<file path="src/hw/rtl/scharr_gradient_3x3_macros.svh">
// Assertion macros shared by the Scharr gradient RTL.
// Used by the top level only; no other dependencies.
`ifndef SCHARR_GRADIENT_3X3_MACROS_SVH
`define SCHARR_GRADIENT_3X3_MACROS_SVH

// Consequent must hold in the same cycle as the antecedent.
`define SCG_ASSERT_SAME(label, clk, rst_n, ante, cons, msg) \
  label: assert property (@(posedge clk) disable iff (!rst_n) (ante) |-> (cons)) \
    else $error(msg);

// Consequent must hold in the cycle after the antecedent.
`define SCG_ASSERT_NEXT(label, clk, rst_n, ante, cons, msg) \
  label: assert property (@(posedge clk) disable iff (!rst_n) (ante) |=> (cons)) \
    else $error(msg);

`endif

</file>
<file path="src/hw/rtl/scg_pkg.sv">
// Package for the Scharr gradient block: field widths, coefficients,
// register indexes and the queue entry types. No dependencies.
package scg_pkg;

  localparam int PIX_W      = 8;
  localparam int GRAD_W     = 17;
  localparam int LW_REG_W   = 12;
  localparam int FH_REG_W   = 13;
  localparam int ROW_W      = 12;
  localparam int HGT_W      = 13;
  localparam int MAX_HEIGHT = 4096;
  localparam int MIN_DIM    = 3;
  localparam int WIDTH_RST  = 640;
  localparam int HEIGHT_RST = 480;

  localparam int CFG_IDX_W  = 1;
  localparam int CFG_DATA_W = 13;
  localparam logic [CFG_IDX_W-1:0] CFG_LINE_WIDTH   = 1'b0;
  localparam logic [CFG_IDX_W-1:0] CFG_FRAME_HEIGHT = 1'b1;

  localparam logic signed [GRAD_W-1:0] K_SIDE = 17'sd47;
  localparam logic signed [GRAD_W-1:0] K_MID  = 17'sd162;

  localparam int Q_DEPTH = 4;
  localparam int Q_PTR_W = 2;
  localparam int Q_CNT_W = 3;
  localparam logic [Q_CNT_W-1:0] Q_FULL = 3'd4;

  // Differences of the window, ready for the coefficient products.
  typedef struct packed {
    logic signed [9:0] dx_sum;  // (top - left top) + (bottom - left bottom)
    logic signed [8:0] dx_mid;  // middle - left middle
    logic signed [9:0] dy_sum;  // (left bottom + bottom) - (left top + top)
    logic signed [8:0] dy_mid;  // center bottom - center top
    logic              frame_done;
  } work_t;

  typedef struct packed {
    logic  valid;
    work_t work;
  } push_t;

  typedef struct packed {
    logic  empty;
    work_t head;
  } q_rd_t;

endpackage

</file>
<file path="src/hw/rtl/scg_queue.sv">
// Short queue between the front end and the gradient back end.
// Holds window differences; depth and entry type come from scg_pkg.
module scg_queue import scg_pkg::*; (
  input  logic               clk,
  input  logic               rst_n,
  input  push_t              q_push,
  input  logic               pop,
  output q_rd_t              q_rd,
  output logic [Q_CNT_W-1:0] q_count
);

  work_t              mem_r [Q_DEPTH];
  logic [Q_PTR_W-1:0] wr_ptr_r, rd_ptr_r;
  logic [Q_CNT_W-1:0] cnt_r;
  logic               do_pop;

  assign do_pop     = pop && (cnt_r != '0);
  assign q_count    = cnt_r;
  assign q_rd.empty = (cnt_r == '0);
  assign q_rd.head  = mem_r[rd_ptr_r];

  always_ff @(posedge clk) begin
    if (!rst_n) begin
      wr_ptr_r <= '0;
      rd_ptr_r <= '0;
      cnt_r    <= '0;
    end else begin
      if (q_push.valid) begin
        wr_ptr_r <= wr_ptr_r + Q_PTR_W'(1);
      end
      if (do_pop) begin
        rd_ptr_r <= rd_ptr_r + Q_PTR_W'(1);
      end
      cnt_r <= cnt_r + Q_CNT_W'(q_push.valid) - Q_CNT_W'(do_pop);
    end
  end

  always_ff @(posedge clk) begin
    if (q_push.valid) begin
      mem_r[wr_ptr_r] <= q_push.work;
    end
  end

endmodule

</file>
<file path="config.mk">
export PLATFORM = sky130hd
export DESIGN_NAME = scg_queue
export DESIGN_NICKNAME = d
export VERILOG_FILES = /design/src/hw/rtl/scharr_gradient_3x3_macros.svh /design/src/hw/rtl/scg_pkg.sv /design/src/hw/rtl/scg_queue.sv
export SDC_FILE = /design/constraint.sdc
export NUM_CORES = 1
export LEC_CHECK = 0
export ABC_AREA = 1
export BUFFER_PORTS_ARGS = -buffer_cell sky130_fd_sc_hd__buf_2
export CORE_MARGIN = 2
export CORE_UTILIZATION = 31
export CTS_CLUSTER_SIZE = 12
export DETAILED_ROUTE_END_ITERATION = 10
export HOLD_SLACK_MARGIN = 0.12
export PLACE_DENSITY = 0.56
export SYNTH_ARGS = -nofsm -noshare
export SYNTH_HDL_FRONTEND = slang
export SYNTH_SLANG_ARGS = --single-unit
</file>
<file path="constraint.sdc">
create_clock -name clk -period 4.34 [get_ports clk]
set_input_delay 0.868 -clock clk [delete_from_list [all_inputs] [get_ports clk]]
set_output_delay 0.868 -clock clk [all_outputs]
set_load 0.05 [all_outputs]
</file>
## Yosys cells after proc, flatten, opt, wreduce, memory -nomap -nowiden

Memory sizes are Yosys's and may differ from the RTL's. A register that Yosys moved wholly into a read port is not among the register bits.
Cells that the tools add are included.

- Register bits: 7
- Memory bits (writable): 156
- Output and inout bits: 43
- Logic and storage cells: 15
- Memories kept: 1

- $add $sub $neg: 4
- Muxes and demuxes: 4
- Reductions and logical operators: 3

Memory list:

| memory | depth | bits a word | rd ports | clocked after memory_dff | write ports | RTL line | RTL |
|---|---|---|---|---|---|---|---|
| mem_r | 4 | 39 | 1 | 1 | 1 | scg_queue.sv:12 | `work_t mem_r [Q_DEPTH];` |

Operator list:

| kind | number |
|---|---|
| 2-bit by 1-bit adder with 2-bit output, second input constant | 2 |
| 2-bit two-way mux | 2 |
| 3-bit by 1-bit adder with 3-bit output | 1 |
| 3-bit zero test | 1 |
| 3-bit nonzero test | 1 |
| 3-bit by 1-bit subtractor with 3-bit output | 1 |
| 1-bit two-way mux | 2 |
| 1-bit logical AND | 1 |

## Logic depth before layout (Yosys ltp)

- Word-level depth: 4
- Depth in mapped cells: 12
- Mapped depth without buffers: 12

## Least setup slack after synthesis

OpenSTA, ideal clock, no wires.

- Kind: flip-flop to output port
- Start point: register with a tool-made name
- End point: output q_rd[27] in the netlist's numbering
- Arrival: 1.545 ns
- Data required time: 3.472 ns
- Slack: 1.927 ns
- Cell stages (with the launch flop): 6
- Buffers on the path: 3
- Path through: dfxtp_1 -> buf_6 -> buf_6 -> buf_2 -> nor2_1 -> o22ai_1

RTL lines:

| item | RTL line | RTL |
|---|---|---|
| end, declared | scg_queue.sv:8 | `output q_rd_t q_rd,` |

==> impl_metrics.ini <==
[outcome]
outcome = completed

[logic_synthesis]
ys_ff_latch = 165
synth.area.top_cells = edfxtp_1, o21ai_0, nor2_1
yosys_warnings = 0
synth_area_um2 = 6241
synthCells = 438
synth_edf_count = 156
synth.distinct_cells = 20
synth-seq-area-share = 0.7795
syn_nets = 488
synth.most_common_cell = edfxtp_1
ys_top_cells_by_count = edfxtp_1, nor2_1, o21ai_0
synth_top_area_share = 0.7506
async_flop_share = 0
syn_avg_cell_area_um2 = 14.25
yosysTopAreaCell = edfxtp_1
synthFlopType = edfxtp_1

[cells_and_area]
final_area_um2 = 7350
fillers = 1935
nNetsFinal = 569
syn2layout_area_growth_pct = 17.76
stdcell_count = 798
drive_above_1_share = 0.2218

[critical_path]
worstPathCellList = buf_4, o21ai_0, o22ai_1, buf_2
worstSetupPathType = reg2out
crit_path_max_incr_delay_ns = 0.58
start_kind = flip-flop
cp-end-kind = primary output
r2r_cells = 11
r2r-start = q_count[1]$_SDFF_PN0_
crit_required_ns = 3.47
r2r_setup_slack_ns = 2.34
crit_fanout = 60
crit_buf_inv = 2
crit_arrival_ns = 2.35
cp_top_family = buffers and inverters
rr_endpoint = q_count[2]$_SDFF_PN0_
crit_slowest_cell = buf_4

[sta]
final.setup.tns_ns = 0
finalWorstSetupSlack_ns = 1.119
period_share = 0.7422
worst_pin_slew_ns = 1.033
hold_viol_final = 0
skew_ns = 0.01143
report.final.setup_viol = 0
max_freq_mhz = 310.5
whs_ns = 0.4778
rsz0062_at_grt = no
timing.slew.headroom = 0.3105
slew_viol_final = 0
period_minus_slack_ns = 3.221

[clock_tree]
clock_path_buffers = 2
clk_latency_ns = 0.42
tritoncts = done
hold_buffers = 0
cts_resized = 0
clkTransAtPathRegs_ns = 0.06
clock-sinks = 165
postCtsSetupRepairBufs = 0
htree_num_levels = 4
cts_buffers = 17
root_buffer = clkbuf_16

[pwr]
clkPwrFrac = 0.287
power_leakage_uw = 0.002592
powerDensity_nw_per_um2 = 607.2
p_sw_frac = 0.3691
power_frac_seq = 0.420
ir_drop_mv = 0.2795
p_int_uw = 2816
p_sw_uw = 1647
power_frac_comb = 0.293

[placed_design]
dp.cells = 765
postPlaceCellArea_um2 = 6848
dpl.hpwl_mm = 7.533
port_buffers = 85
pre_cts_ws_ns = 1.546
globalplace.congestion = 0.6929

[global_routing]
grt_pass1_wl_mm = 20.80
grt_max_degree = 79
track_usage = 0.1298
grt_pass1_vias = 3720
antenna_found_initial = 1
gr-total-overflow = 0

[worst_hold_path]
worstHoldStart = rd_ptr_r[0]$_SDFFE_PN0P_
min_to = rd_ptr_r[0]$_SDFFE_PN0P_
hp-class = reg2reg
whs_path_depth = 2

[detailed_routing]
ant_nets = 0
detail_route.wl_per_cell_um = 16.89
drc = 0
vias = 3684
viasPerCell = 4.617
routed_wl_mm = 13.48
drt-initial-drc-count = 230
drtPass1Iterations = 4

[die]
rows = 51
core-area_um2 = 19590
dieArea_um2 = 21280
die-height_um = 145.9
io_pins = 86
chipWidth_um = 145.9
start_util = 0.3186

[run]
drv_cap = 0
-- flip-flops by register name (all words and copies together), names as in the netlist, named ones only --
| register | cells |
|---|---|
| mem_r | 156 |
| q_count | 3 |
| rd_ptr_r | 2 |
| wr_ptr_r | 2 |
-- worst max-delay path by stage --
stage | start | end | slack, ns | cells after the start
after floorplan | flip-flop | q_rd[27] | 1.93 | 5
after global placement | flip-flop | q_rd[11] | 1.60 | 4
after detailed placement | flip-flop | q_rd[10] | 1.55 | 4
after CTS | flip-flop | q_rd[10] | 1.08 | 4
after global routing | flip-flop | q_rd[10] | 0.89 | 4
final | flip-flop | q_rd[10] | 1.12 | 4
-- metal layers --
layer  track usage  routed length [µm]
met1        0.1593                5962
met2        0.2167                6742
met3       0.04326                 679
met4       0.04118                  96
met5             0                   0
-- cell families (layout without fill, tap and decap cells) --
group	Yosys count	after routing	synth area share
flops	165	165	0.7795
simple gates	99	99	0.05994
compound gates	124	124	0.1073
buf+inv	43	137	0.03809
fa+ha+maj	7	7	0.01524
other cells	0	1	0
-- power by group through the flow --
stage          registers (µW)  clock network, µW  logic (µW)
6_report                 1870               1280        1310
5_1_grt                  1890               1380        1410
4_1_cts                  1880               1310        1330
3_5_place_dp             1910                  0        1330
3_3_place_gp             1910                  0        1310
2_1_floorplan            1930                  0        1010
-- per-stage QoR --
step | total power (µW) | util
4_1_cts | 4519 | 0.3750
2_1_floorplan | 2936 | -
6_report | 4463 | 0.3752
5_1_grt | 4674 | 0.3750
3_3_place_gp | 3213 | 0.3496
3_5_place_dp | 3240 | 0.3496
-- tightest hold or removal path: cells and delay by family, from the launching register on --
family	cells	cell delay, ns
AO/OA/AOI/OAI	1	0.05
AND/OR/NAND/NOR	1	0.07
flip-flops	1	0.32
-- cell usage in the layout, fill, tap and decap left out, types with 5 or more instances in the layout --
cell	instances
inv_1	12
o22ai_1	39
clkbuf_16	17
ha_1	6
buf_2	85
dfxtp_1	7
a21oi_1	5
edfxtp_1	156
o21ai_0	78
inv_2	5
clkinv_1	8
nor2_1	85
nand2_1	12
-- cell type report --
cell class	instances	area [µm²]	area share
Antenna cell	1	2.502	0.0003405
Sequential cell	165	4867	0.6622
Clock inverter	14	70.07	0.009534
Multi-Input combinational cell	230	1139	0.1549
Tap cell	265	331.6	0.04511
Inverter	18	70.07	0.009534
Clock buffer	18	429.2	0.05839
Timing Repair Buffer	87	440.4	0.05993
Power figures use the tool's default switching activity.
