--- config.mk ---
export PLATFORM = sky130hd
export DESIGN_NAME = scg_back_flat
export DESIGN_NICKNAME = d
export VERILOG_FILES = /design/src/hw/rtl/scharr_gradient_3x3_macros.svh /design/src/hw/rtl/scg_pkg.sv /design/src/hw/rtl/scg_grad_if.sv /design/src/hw/rtl/scg_back.sv /design/src/flat_wrapper.sv
export SDC_FILE = /design/constraint.sdc
export NUM_CORES = 1
export LEC_CHECK = 0
export ABC_AREA = 1
export ABC_CLOCK_PERIOD_IN_PS = 6100
export BUFFER_PORTS_ARGS = -buffer_cell sky130_fd_sc_hd__clkbuf_2
export CAP_MARGIN = 20
export CORE_ASPECT_RATIO = 1.4
export CORE_MARGIN = 2
export CORE_UTILIZATION = 40
export CTS_CLUSTER_DIAMETER = 100
export DETAILED_ROUTE_END_ITERATION = 16
export GPL_ROUTABILITY_DRIVEN = 0
export SYNTH_ARGS = -nofsm -noshare
export SYNTH_HDL_FRONTEND = slang
export SYNTH_SLANG_ARGS = --single-unit
export TNS_END_PERCENT = 30
--- constraint.sdc ---
create_clock -name clk -period 6.1 [get_ports clk]
set_input_delay 0.305 -clock clk [delete_from_list [all_inputs] [get_ports clk]]
set_output_delay 0.305 -clock clk [all_outputs]
set_load 0.03 [all_outputs]
--- src/hw/rtl/scharr_gradient_3x3_macros.svh ---
// Assertion macros shared by the Scharr gradient RTL.
// Used by the top level only; no other dependencies.
`ifndef SCHARR_GRADIENT_3X3_MACROS_SVH
`define SCHARR_GRADIENT_3X3_MACROS_SVH

// Consequent must hold in the same cycle as the antecedent.
`define SCG_ASSERT_SAME(label, clk, rst_n, ante, cons, msg) \
  label: assert property (@(posedge clk) disable iff (!rst_n) (ante) |-> (cons)) \
    else $error(msg);

// Consequent must hold in the cycle after the antecedent.
`define SCG_ASSERT_NEXT(label, clk, rst_n, ante, cons, msg) \
  label: assert property (@(posedge clk) disable iff (!rst_n) (ante) |=> (cons)) \
    else $error(msg);

`endif

--- src/hw/rtl/scg_pkg.sv ---
// Package for the Scharr gradient block: field widths, coefficients,
// register indexes and the queue entry types. No dependencies.
package scg_pkg;

  localparam int PIX_W      = 8;
  localparam int GRAD_W     = 17;
  localparam int LW_REG_W   = 12;
  localparam int FH_REG_W   = 13;
  localparam int ROW_W      = 12;
  localparam int HGT_W      = 13;
  localparam int MAX_HEIGHT = 4096;
  localparam int MIN_DIM    = 3;
  localparam int WIDTH_RST  = 640;
  localparam int HEIGHT_RST = 480;

  localparam int CFG_IDX_W  = 1;
  localparam int CFG_DATA_W = 13;
  localparam logic [CFG_IDX_W-1:0] CFG_LINE_WIDTH   = 1'b0;
  localparam logic [CFG_IDX_W-1:0] CFG_FRAME_HEIGHT = 1'b1;

  localparam logic signed [GRAD_W-1:0] K_SIDE = 17'sd47;
  localparam logic signed [GRAD_W-1:0] K_MID  = 17'sd162;

  localparam int Q_DEPTH = 4;
  localparam int Q_PTR_W = 2;
  localparam int Q_CNT_W = 3;
  localparam logic [Q_CNT_W-1:0] Q_FULL = 3'd4;

  // Differences of the window, ready for the coefficient products.
  typedef struct packed {
    logic signed [9:0] dx_sum;  // (top - left top) + (bottom - left bottom)
    logic signed [8:0] dx_mid;  // middle - left middle
    logic signed [9:0] dy_sum;  // (left bottom + bottom) - (left top + top)
    logic signed [8:0] dy_mid;  // center bottom - center top
    logic              frame_done;
  } work_t;

  typedef struct packed {
    logic  valid;
    work_t work;
  } push_t;

  typedef struct packed {
    logic  empty;
    work_t head;
  } q_rd_t;

endpackage

--- src/hw/rtl/scg_grad_if.sv ---
// Gradient result channel of the Scharr gradient block.
// Depends on scg_pkg for the gradient width.
interface scg_grad_if import scg_pkg::*; ();
  logic                     valid;
  logic                     ready;
  logic signed [GRAD_W-1:0] grad_x;
  logic signed [GRAD_W-1:0] grad_y;
  logic                     frame_done;

  modport source (output valid, output grad_x, output grad_y, output frame_done, input ready);
  modport sink (input valid, input grad_x, input grad_y, input frame_done, output ready);
endinterface

--- src/hw/rtl/scg_back.sv ---
// Back end: applies the Scharr coefficients to queued differences and
// holds the result in the output register. Uses scg_pkg.
module scg_back import scg_pkg::*; (
  input  logic        clk,
  input  logic        rst_n,
  input  q_rd_t       q_rd,
  output logic        pop,
  scg_grad_if.source  out_ch
);

  logic                     out_v_r;
  logic signed [GRAD_W-1:0] gx_r, gy_r, gx, gy;
  logic                     done_r;

  assign pop = !q_rd.empty && (!out_v_r || out_ch.ready);

  assign gx = K_SIDE * GRAD_W'(q_rd.head.dx_sum) + K_MID * GRAD_W'(q_rd.head.dx_mid);
  assign gy = K_SIDE * GRAD_W'(q_rd.head.dy_sum) + K_MID * GRAD_W'(q_rd.head.dy_mid);

  always_ff @(posedge clk) begin
    if (!rst_n) begin
      out_v_r <= 1'b0;
    end else if (!out_v_r || out_ch.ready) begin
      out_v_r <= !q_rd.empty;
    end
  end

  always_ff @(posedge clk) begin
    if (pop) begin
      gx_r   <= gx;
      gy_r   <= gy;
      done_r <= q_rd.head.frame_done;
    end
  end

  assign out_ch.valid      = out_v_r;
  assign out_ch.grad_x     = gx_r;
  assign out_ch.grad_y     = gy_r;
  assign out_ch.frame_done = done_r;

endmodule

--- src/flat_wrapper.sv ---
// flat-port wrapper written by rule: the top's interface ports become plain ports
module scg_back_flat import scg_pkg::*;
  (clk, rst_n, q_rd, pop, out_ch_valid, out_ch_grad_x, out_ch_grad_y, out_ch_frame_done, out_ch_ready);
  scg_grad_if out_ch_i ();
  input  logic clk;
  input  logic rst_n;
  input  q_rd_t q_rd;
  output logic pop;
  output wire logic [$bits(out_ch_i.valid)-1:0] out_ch_valid;
  output wire logic [$bits(out_ch_i.grad_x)-1:0] out_ch_grad_x;
  output wire logic [$bits(out_ch_i.grad_y)-1:0] out_ch_grad_y;
  output wire logic [$bits(out_ch_i.frame_done)-1:0] out_ch_frame_done;
  input wire logic [$bits(out_ch_i.ready)-1:0] out_ch_ready;
  assign out_ch_valid = out_ch_i.valid;
  assign out_ch_grad_x = out_ch_i.grad_x;
  assign out_ch_grad_y = out_ch_i.grad_y;
  assign out_ch_frame_done = out_ch_i.frame_done;
  assign out_ch_i.ready = out_ch_ready;
  scg_back u_core (.clk(clk), .rst_n(rst_n), .q_rd(q_rd), .pop(pop), .out_ch(out_ch_i));
endmodule
After elaboration in Yosys (flattened, before gate mapping)
Cells that the tools add are included.
Widths: inputs -> output; s select.
Word-level totals
  word-level logic and storage cells: 14
  bits in registers: 36
Cells by class
  reductions and logical operators: 4
  add/subtract/negate cells: 2
  multiply operators: 4
Operators with widths (number)
  $add 17x17->17: 2
  $mul 7x10->17 const A: 2
  $mul 8x9->16 const A: 2
  $logic_not 1->1: 2
  $logic_and 1x1->1: 1
  $logic_or 1x1->1: 1

Longest topological paths before layout
Gate-level depths: netlist (run 1).
  word-level depth: 3
  depth in mapped cells: 27
  depth with buffers taken out: 27

Least setup slack after synthesis (run 1)
No wires, ideal clock.
  kind: input to register
  from: input port q_rd[23] in the netlist's numbering
  to: register u_core.gx_r[13] (netlist: u_core.out_ch.grad_x[13]), data pin
  slack: 1.114 ns
  data required time: 5.839 ns
  arrival time: 4.725 ns
  stages on the path: 24
  setup time: 0.261 ns
  cell sequence: ha_1 -> inv_1 -> fa_1 -> inv_1 -> ha_1 -> ha_1 -> nand2_2 -> inv_2 -> nand2_1 -> nand2_1 -> a21oi_1 -> xor2_1 -> fa_1 -> inv_1 -> fa_1 -> inv_1 -> fa_1 -> inv_1 -> ha_1 -> inv_1 -> o21ai_0 -> nor2_1 -> nand3_1 -> xor2_1
Between the ends
  longest elaborated chain between the ends: 2
Ends and longest elaborated chain
  start: declaration: RTL line flat_wrapper.sv:7  | input q_rd_t q_rd;
  $mul 8x9->16: RTL line scg_back.sv:17  | assign gx = K_SIDE * GRAD_W'(q_rd.head.dx_sum) + K_MID * GRAD_W'(q_rd.head.dx_mid);
  $add 17x17->17: RTL line scg_back.sv:17
  net u_core.gx[13]: RTL line scg_back.sv:12  | logic signed [GRAD_W-1:0] gx_r, gy_r, gx, gy;
  end signal: assignment: RTL line scg_back.sv:30  | gx_r <= gx;
  end: declaration: RTL line scg_back.sv:12
The timed path passes the listed nets, and every way through them passes these cells.
A chain may end at the register's enable or synchronous reset.

Final worst setup path (run 1)
  from: input port q_rd[26] in the netlist's numbering
  to: register u_core.gx_r[15] (netlist: u_core.out_ch.grad_x[15]), data pin
The elaborated chain is that of the path after synthesis.

==> flow_results.org, run 1 <==
** Yosys
- Summed over all instances, the cell type with the most area after synthesis is sky130_fd_sc_hd__fa_1.
- Synthesis produced a netlist whose cell count is 762.
- Top FF cell, synth :: sky130_fd_sc_hd__edfxtp_1
- Post-synthesis register bit count :: 36
- Sequential share of the synthesized area :: 0.155
- After synthesis, the mean cell area works out to 9.07 sq um.
- For this run, asynchronously set or reset flops after synthesis account for 0.
- Synth unique cells :: 31
- Number of flops mapped to enable cells by yosys :: 35
- Mapped Area :: 6910 sq um
- In the post-synthesis netlist, the biggest area contributors are sky130_fd_sc_hd__fa_1 (27%), sky130_fd_sc_hd__ha_1 (23%), sky130_fd_sc_hd__edfxtp_1 (15%), sky130_fd_sc_hd__inv_1 (10%), sky130_fd_sc_hd__nand2_1 (6.4%).
- The commonest cells after synthesis are sky130_fd_sc_hd__inv_1 (193), sky130_fd_sc_hd__ha_1 (128), sky130_fd_sc_hd__nand2_1 (118), sky130_fd_sc_hd__fa_1 (92), sky130_fd_sc_hd__edfxtp_1 (35).
- The share of synthesized area in the top cell type comes to 0.266.
- Synthesis Warnings :: 0
- Net count of the mapped netlist :: 1025
- By instance count, the leading cell after synthesis is sky130_fd_sc_hd__inv_1.

** Critical path
- By startpoint and endpoint, the worst setup path is classified as in -> reg.
- At the worst endpoint, the arrival time is 5460 ps.
- Dominant cell type by count on the critical path :: sky130_fd_sc_hd__inv_1
- CP Launch Type :: input port
- The worst setup path is captured at a flop.
- For the worst setup path, the data required time is 6130 ps.
- Broken down by cell family, the worst path's largest delay share belongs to adder cells.
- Bufs and invs on worst path :: 8
- For this design, the slowest cell found on the critical path is sky130_fd_sc_hd__fa_1.
- Largest driver fanout on the critical path :: 5
- For this run, the slowest stage of the critical path takes 530 ps.

** Floorplan
- Overall die width :: 115 um
- Number of cell rows :: 56
- The floorplan step defined a core boundary enclosing 16800 sq um.
- Y dimension of the die :: 160 um
- The floorplan step defined a die boundary enclosing 18400 sq um.
- Pin placement for this block handled 80 I/O pins.
- Initial Utilization :: 0.411

** Timing
- Setup repair after global routing left no endpoint under its margin.
- Final count of pins violating max slew :: 0
- The worst path in the final design needs a cycle of 5430 ps, including I/O delays and setup.
- Summed over all failing endpoints, the final setup total negative slack is 0 ps.
- At the pin with the least slew margin, the transition time is 428 ps.
- In the finished design, the share of the clock period the worst path needs comes to 0.891.
- Slew HR :: 0.715
- Finish-stage setup viols :: 0
- Based on the critical path, the design can be clocked at up to 0.184 GHz.
- The number of hold violations in the final report came to 0.
- The clock arrives with 2.62 ps of skew.

** GRT
- For this run, the total global-route usage over all layers was measured as 0.167.
- Via count of the first global-routing pass :: 5455
- The first global-routing pass estimated 24400 um of wire.
- Largest net degree at the start of global routing :: 27
- Number of antenna violations at the first check in global routing :: 0
- For this run the aggregate overflow at the end of global routing stands at 0.

** Clock network
- After clock tree synthesis, the clock-pin slew on the worst setup and hold paths is 60 ps.
- Inserted Clock Buffers :: 5
- CTS tree :: built
- Buffer levels on the longest clock path :: 2
- The number of setup buffers added after CTS is 0.
- The H-tree generated during clock tree synthesis spans 2 levels.
- Root Buffer Master :: sky130_fd_sc_hd__clkbuf_16
- Number of resized instances in the post-cts repair step :: 0
- Clock latency reported for the late side of the worst-skew pair :: 280 ps
- Number of sinks on the clock net :: 36
- Buffers inserted to repair hold after CTS numbered 0.

** Final layout
- In the final layout, the share of cells above drive strength 1 is 0.131.
- At the end of the flow, the number of nets in the layout was 1111.
- Layout-stage area growth over the synthesis result :: 11.7%
- Total inserted antenna cells :: 0

** Placed design
- # port buffers :: 79
- Detailed placement ended at an HPWL of 13000 um.

** Hold path
- Path type of the worst min-delay path :: in -> reg

** Detailed routing
- Residual DRC :: 0
- Detailed-route wire length per cell :: 13.6 um
- Routed via count divided by cell count :: 4.79
- Detailed routing inserted a total of 5037 vias.
- Antenna-violating nets left :: 0
- Drt pass-1 iters :: 6
- Detailed router's first-iteration violation count :: 140
- Summed over all layers, the routed wires come to 14300 um.

** Run
- Number of violations of the max-capacitance limit :: 0

** Status
- Run status :: complete, no violations
==> worst paths after layout <==
path	startpoint	endpoint	slack (ps)	cells past startpoint
worst max register to register	u_core.out_ch.valid	u_core.out_ch.grad_y[1]	4660	2
worst min register to register	u_core.out_ch.valid	u_core.out_ch.valid	520	2
worst max-delay path	q_rd[26]	u_core.out_ch.grad_x[15]	670	25
worst min-delay path	q_rd[0]	u_core.out_ch.frame_done	200	1
==> sequential cells by signal, summed over array words and instances, names as in the netlist <==
register / flops
u_core.out_ch.grad_y: 17
u_core.out_ch.grad_x: 17
u_core.out_ch.valid: 1
u_core.out_ch.frame_done: 1
==> layout make-up <==
class                      instances  area [sq um]
tap                              203           254
inverter                         196           736
fill                            1671          9090
timing repair buffer              80           403
clock inverter                     1          7.51
sequential                        36          1070
clock buffer                       7           143
multi-input combinational        529          5110
==> kinds of logic after synthesis <==
group | share of synthesized area
adder cells (fa/ha/maj) | 0.498
AO/OA/AOI/OAI | 0.0501
XOR/XNOR | 0.0621
AND/OR/NAND/NOR | 0.127
flip-flops | 0.155
buffers and inverters | 0.108
==> metrics by stage <==
stage | setup WS, ps | util | hold slack (ps) | std cells | instance area, sq um
final | 667 | 0.459 | 200 | 1052 | 7720
after global routing | 453 | 0.459 | 192 | 1052 | 7720
after CTS | 699 | 0.459 | 191 | 1052 | 7720
after detailed placement | 417 | 0.450 | 484 | 1044 | 7570
after global placement | 367 | 0.450 | 482 | 1044 | 7570
after floorplan | 1110 | - | 404 | 762 | 6910
==> metal layers <==
metal  share of wire  vias to the layer above  track usage
met5               0                        -            0
met4           0.030                        0       0.0591
met3           0.019                       23       0.0126
met2            0.58                       77        0.339
met1            0.37                     2396        0.171
li1                -                     2541            -
==> cells in the final DEF (no fill, tap or decap), types with 5 or more instances in the layout <==
cell type                   synthesis  final
sky130_fd_sc_hd__inv_1            193    193
sky130_fd_sc_hd__nand3_1           23     23
sky130_fd_sc_hd__ha_1             128    128
sky130_fd_sc_hd__edfxtp_1          35     35
sky130_fd_sc_hd__nand2_1          118    118
sky130_fd_sc_hd__nand2_2            7      7
sky130_fd_sc_hd__xor2_1            26     26
sky130_fd_sc_hd__fa_1              92     92
sky130_fd_sc_hd__a21oi_1           32     31
sky130_fd_sc_hd__nand4_1            5      5
sky130_fd_sc_hd__o21ai_0           13     13
sky130_fd_sc_hd__xnor2_1           23     23
sky130_fd_sc_hd__nand3b_1           6      6
sky130_fd_sc_hd__clkbuf_16          0      5
sky130_fd_sc_hd__clkbuf_2           0     79
sky130_fd_sc_hd__nor2_1            29     29
Power of run 1 is left out: the tool's default activity adds up to more than one toggle a clock period on the data nets, which glitch-free logic cannot reach.
==> run 2, diff against run 1 <==
--- a/config.mk
+++ b/config.mk
@@ -5,16 +5,17 @@
 export SDC_FILE = /design/constraint.sdc
 export NUM_CORES = 1
 export LEC_CHECK = 0
-export ABC_AREA = 1
 export ABC_CLOCK_PERIOD_IN_PS = 6100
 export BUFFER_PORTS_ARGS = -buffer_cell sky130_fd_sc_hd__clkbuf_2
 export CAP_MARGIN = 20
 export CORE_ASPECT_RATIO = 1.4
 export CORE_MARGIN = 2
 export CORE_UTILIZATION = 40
+export CTS_BUF_LIST = sky130_fd_sc_hd__clkbuf_2 sky130_fd_sc_hd__clkbuf_4 sky130_fd_sc_hd__clkbuf_8
 export CTS_CLUSTER_DIAMETER = 100
 export DETAILED_ROUTE_END_ITERATION = 16
 export GPL_ROUTABILITY_DRIVEN = 0
+export GPL_TIMING_DRIVEN = 0
 export SYNTH_ARGS = -nofsm -noshare
 export SYNTH_HDL_FRONTEND = slang
 export SYNTH_SLANG_ARGS = --single-unit
==> flow_results.org, run 2 <==
** Yosys
- Ranking of synthesized cells by area: sky130_fd_sc_hd__fa_1 (28%), sky130_fd_sc_hd__ha_1 (25%), sky130_fd_sc_hd__edfxtp_1 (16%), sky130_fd_sc_hd__inv_1 (9.2%), sky130_fd_sc_hd__xnor2_1 (5.9%) (was sky130_fd_sc_hd__fa_1 (27%), sky130_fd_sc_hd__ha_1 (23%), sky130_fd_sc_hd__edfxtp_1 (15%), sky130_fd_sc_hd__inv_1 (10%), sky130_fd_sc_hd__nand2_1 (6.4%)).
- Sequential share of the synthesized area :: 0.164 (was 0.155)
- The count of distinct cell types in the synthesized netlist is 46 (was 31).
- The adder-cell share of the synthesized area was 0.527 (was 0.498).
- Mapped Area :: 6540 sq um (was 6910 sq um)
- The multiplexer area fraction after synthesis was 0.00479 (was 0).
- Most common cell in the synthesized netlist :: sky130_fd_sc_hd__inv_1 (unchanged)
- Net count of the mapped netlist :: 898 (was 1025)
- The cell type with the highest aggregate area in the netlist is sky130_fd_sc_hd__fa_1 (unchanged).
- The fraction of the mapped netlist area in compound gates came to 0.0747 (was 0.0501).
- Xor/xnor cell area share of the yosys netlist :: 0.0718 (was 0.0621)
- Post-Syn Instances :: 635 (was 762)
- The area share of the largest cell type after synthesis was 0.282 (was 0.266).
- Post-synthesis register bit count :: 36 (unchanged)
- Top cell types by occurrence after synthesis :: sky130_fd_sc_hd__inv_1 (160), sky130_fd_sc_hd__ha_1 (128), sky130_fd_sc_hd__fa_1 (92), sky130_fd_sc_hd__xnor2_1 (44), sky130_fd_sc_hd__edfxtp_1 (35) (was sky130_fd_sc_hd__inv_1 (193), sky130_fd_sc_hd__ha_1 (128), sky130_fd_sc_hd__nand2_1 (118), sky130_fd_sc_hd__fa_1 (92), sky130_fd_sc_hd__edfxtp_1 (35))
- Top FF cell, synth :: sky130_fd_sc_hd__edfxtp_1 (unchanged)
- The number of warnings issued by yosys was 0 (unchanged).
- The count of flip-flops with a built-in enable after synthesis was 35 (unchanged).
- The basic-gate share of the synthesized area counting and, or, nand and nor cells came to 0.0662 (was 0.127).
- The main combinational cell family by area after synthesis was adder cells (unchanged).
- The share of flip-flops with an asynchronous set or reset came to 0 (unchanged).
- The per-instance average area after synthesis came to 10.3 sq um (was 9.07 sq um).

** Detailed routing
- Residual DRC :: 0 (unchanged)
- The number of design-rule violations left by the first detailed-router iteration is 112 (was 140).
- The via density per instance was 4.81 (was 4.79).
- Via count :: 4444 (was 5037)
- The number of iterations in the first detailed-routing pass came to 4 (was 6).
- Detailed-route wire length per cell :: 12.7 um (was 13.6 um)
- Total routed wirelength :: 11700 um (was 14300 um)
- The remaining antenna violation count after routing came to 0 (unchanged).

** Hold path
- The startpoint of the lowest-slack hold path is q_rd[0] (unchanged).
- The path category of the worst min-delay check is in -> reg (unchanged).

** Final layout
- Most frequent cells in the layout :: sky130_fd_sc_hd__inv_1 (160), sky130_fd_sc_hd__ha_1 (128), sky130_fd_sc_hd__fa_1 (92), sky130_fd_sc_hd__clkbuf_2 (80), sky130_fd_sc_hd__xnor2_1 (44) (was sky130_fd_sc_hd__inv_1 (193), sky130_fd_sc_hd__ha_1 (128), sky130_fd_sc_hd__nand2_1 (118), sky130_fd_sc_hd__fa_1 (92), sky130_fd_sc_hd__clkbuf_2 (79))
- Share of final-layout standard cells stronger than drive strength 1 :: 0.131 (about the same)
- The most common cell after layout, fill and taps aside is sky130_fd_sc_hd__inv_1 (unchanged).
- The final non-filler cell total came to 923 (was 1052).
- The total number of nets in the final design is 986 (was 1111).
- The area of all placed cells without fillers is 7320 sq um (was 7720 sq um).
- Layout-stage area growth over the synthesis result :: 11.9% (was 11.7%)
- The utilization after layout was 0.454 (was 0.459).
- The diode insertion count for antenna repair is 0 (unchanged).

** Timing
- Post-route clock skew :: 11.0 ps (was 2.62 ps)
- Slew HR :: 0.590 (was 0.715)
- Top achievable clock speed :: 0.176 GHz (was 0.184 GHz)
- Hold Vio Cnt, Final :: 0 (unchanged)
- Finish-stage setup viols :: 0 (unchanged)
- Final cycle utilization of the critical path :: 0.931 (was 0.891)
- Final count of pins violating max slew :: 0 (unchanged)
- Accumulated negative setup slack :: 0 ps (unchanged)
- Setup repair after global routing missed its margin :: false (unchanged)
- The time the worst path needs with I/O delays and setup came to 5680 ps (was 5430 ps).
- Slew @ Worst Pin :: 614 ps (was 428 ps)

** Critical path
- Beginning of the worst register-to-register path :: u_core.out_ch.valid (unchanged)
- The reg-to-reg setup timing slack was 4610 ps (was 4660 ps).
- Classification of the worst setup path :: in -> reg (unchanged)
- Capturing instance or port of the critical path :: u_core.out_ch.grad_y[16] (was u_core.out_ch.grad_x[15])
- Required time at the worst-slack endpoint :: 6160 ps (was 6130 ps)
- Sequence of cells on the critical path :: clkbuf_2 -> ha_1 -> fa_1 -> ha_1 -> ha_1 -> and2_4 -> a31o_1 -> a311oi_1 -> xnor2_1 -> fa_1 -> fa_1 -> inv_1 -> fa_1 -> inv_1 -> ha_1 -> a21oi_1 -> nor2_1 -> nor2_1 -> a21boi_0 -> a21oi_1 -> xnor2_1
- The data arrival time of the worst path is 5740 ps (was 5460 ps).
- Worst r2r dst :: u_core.out_ch.grad_y[10] (was u_core.out_ch.grad_y[1])
- The worst-path cell with the longest stage delay is sky130_fd_sc_hd__fa_1 (unchanged).
- Critical Path Start :: q_rd[7] (was q_rd[26])
- Depth of the worst register-to-register path :: 3 (was 2)
- CP Launch Type :: input port (unchanged)
- Crit path largest cell delay :: 520 ps (was 530 ps)
- Worst setup EP type :: flop (unchanged)
- Largest driver fanout on the critical path :: 6 (was 5)

** Clock network
- Post-CTS setup buffer count :: 0 (unchanged)
- Number of hold-repair buffers added at the cts stage :: 0 (unchanged)
- The clock transition time at the flip-flop clock pins of the worst setup and hold paths is 90 ps (was 60 ps).
- Inserted Clock Buffers :: 5 (unchanged)
- The worst-skew pair later-pin latency came to 310 ps (was 280 ps).
- Buffer levels on the longest clock path :: 2 (unchanged)
- Number of resized instances in the post-cts repair step :: 0 (unchanged)
- The number of sinks on the clock net came to 36 (unchanged).
- The clock tree from TritonCTS was built (unchanged).
- The clock root buffer master is sky130_fd_sc_hd__clkbuf_8 (was sky130_fd_sc_hd__clkbuf_16).
- Depth of the CTS H-tree :: 2 (unchanged)

** GRT
- Via count of the first global-routing pass :: 4962 (was 5455)
- The number of antenna violations at the first check in global routing came to 0 (unchanged).
- Total global routing overflow :: 0 (unchanged)
- Largest net degree at the start of global routing :: 22 (was 27)
- Wire length of the first global-routing pass :: 21500 um (was 24400 um)
- The overall fraction of global-route tracks in use came to 0.150 (was 0.167).

** Floorplan
- The site row count is 55 (was 56).
- The core area is 16100 sq um (was 16800 sq um).
- Number of I/O pins :: 80 (unchanged)
- The overall die width is 112 um (was 115 um).
- Total die area :: 17400 sq um (was 18400 sq um)
- Initial Utilization :: 0.406 (was 0.411)
- The die extent in y is 155 um (was 160 um).

** Status
- Run status: complete, no violations (unchanged).

** Run
- Number of violations of the max-capacitance limit :: 0 (unchanged)

** Placed design
- Detailed placement HPWL :: 10400 um (was 13000 um)
- The post-detailed-placement cell area was 7220 sq um (was 7570 sq um).
- # port buffers :: 79 (unchanged)
- The number of cells in the design after placement is 914 (was 1044).
## run 2: cell count changes after synthesis, sizes merged, moves of 5 or more
cell | previous run | this run
nand2 | 125 | 12
inv | 196 | 160
xnor2 | 23 | 44
nand3 | 25 | 6
xor2 | 26 | 7
a21oi | 34 | 22
nor2b | 0 | 12
nor3 | 0 | 8
nand3b | 7 | 1
nand2b | 0 | 5
nand4 | 5 | 0
## run 2: cells by family after synthesis
family	Yosys count
multiplexers	3
flip-flops	36
adder cells (fa/ha/maj)	220
XOR/XNOR	52
AND/OR/NAND/NOR	88
buffers and inverters	160
AO/OA/AOI/OAI	76
## run 2: worst min-delay path by stage
stage | cells after the start | end
after global routing | 1 | u_core.out_ch.frame_done
after detailed placement | 1 | u_core.out_ch.frame_done
final | 1 | u_core.out_ch.frame_done
after global placement | 2 | u_core.out_ch.valid
after CTS | 1 | u_core.out_ch.frame_done
after floorplan | 0 | u_core.out_ch.frame_done
## run 2: final cells by class
type,instances,area (sq um)
sequential,36,1070
multi-input combinational,439,4870
clock buffer,6,82.6
inverter,160,601
timing repair buffer,81,428
tap,199,249
fill,1552,8790
clock inverter,2,13.8
## run 2: per-layer routing
metal	track usage	share of wire	up-vias
li1	-	-	2223
met3	0.0136	0.025	14
met4	0.0476	0.021	0
met1	0.175	0.41	2147
met2	0.287	0.55	60
met5	0	0	-
## run 2: critical path, delay by kind of cell
family	cells	cell delay [ps]
compound gates	5	1170
xor+xnor	2	320
fa+ha+maj	8	3260
buf+inv	3	230
simple gates	3	440
## run 2: through the flow
step	hold slack [ps]	setup slack (ps)
final	165	423
after global routing	157	13.9
after CTS	148	382
after detailed placement	484	41.3
after global placement	478	88.7
after floorplan	404	581
Power of run 2 is left out for the same reason.
